### src/sv/cpps_pkg.sv
// Shared types and fixed widths of the closest pair search block.
`default_nettype none

package cpps_pkg;

    localparam int COORD_W = 16;
    localparam int DIST_W  = 34;
    localparam int OBS_W   = 16;
    localparam int SLOT_W  = 12;
    localparam int COUNT_W = 13;
    localparam int ABS_W   = 16;
    localparam int SQ_W    = 32;

    localparam logic OP_LOAD  = 1'b0;
    localparam logic OP_QUERY = 1'b1;

    typedef logic signed [COORD_W-1:0] coord_t;

    typedef struct packed {
        coord_t x;
        coord_t y;
        coord_t z;
    } point_t;

    typedef struct packed {
        logic               op;
        coord_t             coord_x;
        coord_t             coord_y;
        coord_t             coord_z;
        logic [SLOT_W-1:0]  mesh_slot;
        logic               last_query;
    } in_item_t;

    typedef struct packed {
        logic [DIST_W-1:0]  min_dist_sq;
        logic [OBS_W-1:0]   obstacle_index;
        logic [SLOT_W-1:0]  mesh_index;
        logic               found;
    } out_item_t;

    typedef logic [COUNT_W-1:0] cfg_item_t;

endpackage

`default_nettype wire

### src/sv/cpps_dist.sv
// Shared pipelined squared distance unit: one point pair enters per cycle.
`default_nettype none

module cpps_dist #(
    parameter int IDX_W = 12
) (
    input  wire logic                          clk,
    input  wire logic                          rst_n,
    input  wire logic                          in_valid,
    input  wire cpps_pkg::point_t              query,
    input  wire cpps_pkg::point_t              mesh,
    input  wire logic [IDX_W-1:0]              in_idx,
    output logic                               out_valid,
    output logic [cpps_pkg::DIST_W-1:0]        out_dist,
    output logic [IDX_W-1:0]                   out_idx,
    output logic                               busy
);

    logic                          v1_reg, v2_reg, v3_reg;
    logic [IDX_W-1:0]              i1_reg, i2_reg, i3_reg;
    logic [cpps_pkg::ABS_W-1:0]    ax_reg, ay_reg, az_reg;
    logic [cpps_pkg::ABS_W-1:0]    ax_next, ay_next, az_next;
    logic [cpps_pkg::SQ_W-1:0]     sx_reg, sy_reg, sz_reg;
    logic [cpps_pkg::DIST_W-1:0]   sum_reg, sum_next;

    // Absolute difference of one coordinate pair, exact in 16 unsigned bits.
    function automatic logic [cpps_pkg::ABS_W-1:0] abs_diff(
        input cpps_pkg::coord_t a,
        input cpps_pkg::coord_t b
    );
        logic signed [cpps_pkg::COORD_W:0] d;
        logic signed [cpps_pkg::COORD_W:0] m;
        d = {a[cpps_pkg::COORD_W-1], a} - {b[cpps_pkg::COORD_W-1], b};
        m = d[cpps_pkg::COORD_W] ? -d : d;
        return m[cpps_pkg::ABS_W-1:0];
    endfunction

    assign ax_next  = abs_diff(query.x, mesh.x);
    assign ay_next  = abs_diff(query.y, mesh.y);
    assign az_next  = abs_diff(query.z, mesh.z);
    assign sum_next = cpps_pkg::DIST_W'(sx_reg) + cpps_pkg::DIST_W'(sy_reg)
                    + cpps_pkg::DIST_W'(sz_reg);

    // Valid bits of the three stages.
    always_ff @(posedge clk or negedge rst_n)
    begin
        if (!rst_n)
        begin
            v1_reg <= 1'b0;
            v2_reg <= 1'b0;
            v3_reg <= 1'b0;
        end
        else
        begin
            v1_reg <= in_valid;
            v2_reg <= v1_reg;
            v3_reg <= v2_reg;
        end
    end

    // Datapath: differences, then squares, then the sum.
    always_ff @(posedge clk)
    begin
        ax_reg  <= ax_next;
        ay_reg  <= ay_next;
        az_reg  <= az_next;
        i1_reg  <= in_idx;
        sx_reg  <= cpps_pkg::SQ_W'(ax_reg) * cpps_pkg::SQ_W'(ax_reg);
        sy_reg  <= cpps_pkg::SQ_W'(ay_reg) * cpps_pkg::SQ_W'(ay_reg);
        sz_reg  <= cpps_pkg::SQ_W'(az_reg) * cpps_pkg::SQ_W'(az_reg);
        i2_reg  <= i1_reg;
        sum_reg <= sum_next;
        i3_reg  <= i2_reg;
    end

    assign out_valid = v3_reg;
    assign out_dist  = sum_reg;
    assign out_idx   = i3_reg;
    assign busy      = v1_reg | v2_reg | v3_reg;

endmodule

`default_nettype wire

### config.mk
export PLATFORM = sky130hd
export DESIGN_NAME = cpps_dist
export DESIGN_NICKNAME = d
export VERILOG_FILES = /design/src/sv/cpps_pkg.sv /design/src/sv/cpps_dist.sv
export SDC_FILE = /design/constraint.sdc
export NUM_CORES = 2
export LEC_CHECK = 0
export BUFFER_PORTS_ARGS = -buffer_cell sky130_fd_sc_hd__buf_4
export CAP_MARGIN = 5
export CORE_ASPECT_RATIO = 1.4
export CORE_UTILIZATION = 58
export CTS_CLUSTER_SIZE = 28
export DETAILED_ROUTE_END_ITERATION = 8
export GPL_ROUTABILITY_DRIVEN = 0
export PLACE_DENSITY = 0.8
export SLEW_MARGIN = 10
export SYNTH_ARGS = -nofsm -noshare
export SYNTH_HDL_FRONTEND = slang
export SYNTH_SLANG_ARGS = --single-unit
export TNS_END_PERCENT = 30
### constraint.sdc
create_clock -name clk -period 6.7 [get_ports clk]
set_input_delay 0.67 -clock clk [delete_from_list [all_inputs] [get_ports clk]]
set_output_delay 0.67 -clock clk [all_outputs]
set_load 0.1 [all_outputs]
==> flow_metrics.env <==
export IMPL_status="complete, no violations"
export IMPL_largest_family_of_logic_cells_by_synthesized_area="adder cells"
export IMPL_hold_viol_final=0
export IMPL_timing_max_slew_rel_slack=0.2658
export IMPL_setup_violations_final=0
export IMPL_slew_violations=0
export IMPL_die_area_um2=54730
export IMPL_synth_compound_area_frac=0.08980
export IMPL_antenna_cells=0
export IMPL_grt_overflow_total=0
export IMPL_criticalPathCategory="flip-flop to flip-flop"
export IMPL_synth_edf_count=0
export IMPL_timing_hold_worst_start="in_idx[1]"
export IMPL_post_synth_mux_area_share=0.003128
export IMPL_synth_yosys_warnings=0
export IMPL_wl_per_cell_um=15.81
export IMPL_final_setup_worst_slack_ps=251.7
export IMPL_ios=159
export IMPL_postSynth_asyncResetShare=0.01402
export IMPL_cts_post_setup_buffers_inserted=0
export IMPL_worst_skew_pair_late_latency_ps=570
export IMPL_placementRows=100
export IMPL_numCtsBuffers=25
export IMPL_drc=0
export IMPL_route_vias_total=23070
export IMPL_initial_core_util=0.5867
export IMPL_vias_in_the_first_global_route=25010
export IMPL_synth_ff_type="sky130_fd_sc_hd__dfxtp_1"
export IMPL_max_clock_path_buffers=3
export IMPL_dieHeight_um=276.4
export IMPL_drt_iter0_drc=964
export IMPL_post_synth_fa_ha_maj_area_fraction=0.4875
export IMPL_netlist_area_um2=31200
export IMPL_final_fill_count=4226
export IMPL_crit_arrival_ps=6910
export IMPL_clock_skew_final_ps=28.45
export IMPL_final_period_minus_worst_setup_slack_ps=6448
export IMPL_critPathCaptureType="flip-flop"
export IMPL_reg2reg_launch_point="az_reg[3]"
export IMPL_synth_seq_area_share=0.1378
export IMPL_largest_register_ffs=34
export IMPL_share_of_cells_above_drive_strength_1=0.08681
export IMPL_ant_nets=0
export IMPL_synth_distinct_cells=79
export IMPL_post_synth_cell_area_avg_um2=9.181
export IMPL_area_growth_pct=10.13
export IMPL_avgViaCountPerCell=5.354
export IMPL_reg_clk_slew_reported_paths_ps=60
export IMPL_worstSetupStartpoint="az_reg[3]"
export IMPL_layout_cells_most_common="sky130_fd_sc_hd__inv_1"
export IMPL_first_pass_iters=5
export IMPL_place_worst_setup_slack_ps=61.63
export IMPL_worst_slew_pin_slew_ps=1071
export IMPL_half_perimeter_wire_length_after_placement_mm=58.37
export IMPL_io_buffer_count=158
export IMPL_detail_route_wirelength_mm=68.10
export IMPL_drv_cap=0
export IMPL_number_of_levels_the_h_tree_was_split_into=1
export IMPL_num_nets_final=4589
export IMPL_clock_tree_from_tritoncts="built"
export IMPL_kind_of_start_point_of_the_critical_path="flip-flop"
export IMPL_synthXorXnorAreaFrac=0.06060
export IMPL_synth_simple_gate_area_frac=0.1116
export IMPL_grt_start_max_net_pins=20
export IMPL_core_outline_area_um2=53180
export IMPL_period_utilization_post_route=0.9624
export IMPL_clk_root_buffer_cell="sky130_fd_sc_hd__clkbuf_16"
export IMPL_fp_dieW_um=198.0
export IMPL_synth_cells=3398
export IMPL_fmaxAchievable_ghz=0.1551
export IMPL_grt_setup_unrepaired="yes"
export IMPL_grt_usage=0.2617
export IMPL_hold_path_class="primary input to flip-flop"
export IMPL_cts_sink_count=214
export IMPL_first_pass_grt_wire_length_mm=114.2
export IMPL_synth_seq_cells=214
export IMPL_grt_antenna_before_repair=1
export IMPL_timing_critical_path_required_ps=7160
export IMPL_critical_path_peak_fanout=13
export IMPL_most_common_layout_cells="sky130_fd_sc_hd__inv_1, sky130_fd_sc_hd__fa_1, sky130_fd_sc_hd__ha_1, sky130_fd_sc_hd__nand2_1, sky130_fd_sc_hd__buf_4"
==> worst max-delay path, cell delays in order (launching register included) <==
cell	delay (ps)
sky130_fd_sc_hd__dfxtp_4	390
sky130_fd_sc_hd__inv_1	80
sky130_fd_sc_hd__nor2_1	70
sky130_fd_sc_hd__fa_1	500
sky130_fd_sc_hd__inv_1	50
sky130_fd_sc_hd__fa_1	530
sky130_fd_sc_hd__inv_1	50
sky130_fd_sc_hd__fa_1	500
sky130_fd_sc_hd__inv_1	50
sky130_fd_sc_hd__fa_1	520
sky130_fd_sc_hd__inv_1	50
sky130_fd_sc_hd__fa_1	470
sky130_fd_sc_hd__inv_1	50
sky130_fd_sc_hd__fa_1	470
sky130_fd_sc_hd__inv_1	40
sky130_fd_sc_hd__ha_1	280
sky130_fd_sc_hd__and3_1	170
sky130_fd_sc_hd__and3_1	190
sky130_fd_sc_hd__or2_1	250
sky130_fd_sc_hd__a2111oi_4	360
sky130_fd_sc_hd__nor3_2	120
sky130_fd_sc_hd__a311o_2	440
sky130_fd_sc_hd__a221o_1	330
sky130_fd_sc_hd__a21oi_2	180
sky130_fd_sc_hd__o21ai_1	100
sky130_fd_sc_hd__xnor2_1	120
==> layer usage <==
metal | vias to the layer above | share of wire | track usage
met5 | - | 0.00015 | 0
met3 | 249 | 0.040 | 0.02732
li1 | 10860 | - | -
met4 | 2 | 0.061 | 0.1475
met1 | 11350 | 0.37 | 0.2836
met2 | 605 | 0.53 | 0.4887
==> Yosys cell counts (17+ instances only) <==
cell type / instances / area share
sky130_fd_sc_hd__o21a_1: 22 / 0.0053
sky130_fd_sc_hd__nor2b_1: 30 / 0.0060
sky130_fd_sc_hd__dfxtp_1: 211 / 0.14
sky130_fd_sc_hd__nand3_1: 25 / 0.0040
sky130_fd_sc_hd__and2_1: 110 / 0.022
sky130_fd_sc_hd__a21oi_1: 132 / 0.021
sky130_fd_sc_hd__o21ai_0: 61 / 0.0098
sky130_fd_sc_hd__o21bai_1: 24 / 0.0058
sky130_fd_sc_hd__and3_1: 20 / 0.0040
sky130_fd_sc_hd__inv_1: 840 / 0.10
sky130_fd_sc_hd__ha_1: 382 / 0.15
sky130_fd_sc_hd__nand2_1: 270 / 0.032
sky130_fd_sc_hd__a31oi_1: 22 / 0.0044
sky130_fd_sc_hd__xor2_1: 59 / 0.017
sky130_fd_sc_hd__nor3_1: 26 / 0.0042
sky130_fd_sc_hd__fa_1: 521 / 0.33
sky130_fd_sc_hd__nor2_1: 154 / 0.019
sky130_fd_sc_hd__a21o_1: 58 / 0.014
sky130_fd_sc_hd__xnor2_1: 150 / 0.042
sky130_fd_sc_hd__or3_1: 17 / 0.0034
sky130_fd_sc_hd__nand2b_1: 27 / 0.0054
sky130_fd_sc_hd__clkbuf_1: 64 / 0.0077
==> metrics by stage <==
stage	area [um^2]	utilization	hold slack [ps]	setup TNS, ps	cells
finish	34360	0.6461	203.8	0	4308
global route	34360	0.6461	180.2	-157.6	4308
CTS	34320	0.6454	174.4	0	4308
detailed placement	33440	0.6288	312.1	0	4261
global placement	33440	0.6288	309.9	0	4261
floorplan	31200	-	309.6	0	3400
==> repair_timing <==
item / in CTS / in global routing
hold buffers: 1 / 0
hold endpoints to repair: 3 / 0
resized for setup: 0 / 12
setup endpoints to repair: 0 / 13
==> worst paths after layout <==
check | endpoint | slack [ps] | depth (start not counted)
min reg2reg | out_idx[6] | 330 | 0
min | i1_reg[1] | 200 | 1
min in group asynchronous | v2_reg | 450 | 2
max | sz_reg[31] | 250 | 25
max reg2reg | sz_reg[31] | 250 | 25
max in group asynchronous | v1_reg | 6160 | 2
==> cell type report <==
type	count	area, um^2	share of cell area
multi-input cells	2280	23520	0.6845
flip-flops and latches	214	4312	0.1255
inverters	840	3153	0.09177
repair buffers	214	1609	0.04683
well taps	714	893.4	0.02600
clock buffers	29	670.6	0.01952
clock inverters	17	202.7	0.005900
==> kinds of logic (layout without fill, tap and decap cells) <==
group	count (synthesis)	count (layout)
AOI/OAI and AO/OA	426	426
xor gates and xnor gates	212	212
adders and majority gates	903	903
buffers and inverters	906	1100
DFF	214	214
muxes	9	9
other	1	3
and+or+nand+nor	727	727
Power is not shown: default switching activity piles up to over one toggle a cycle in this logic, so the estimate is an artifact.
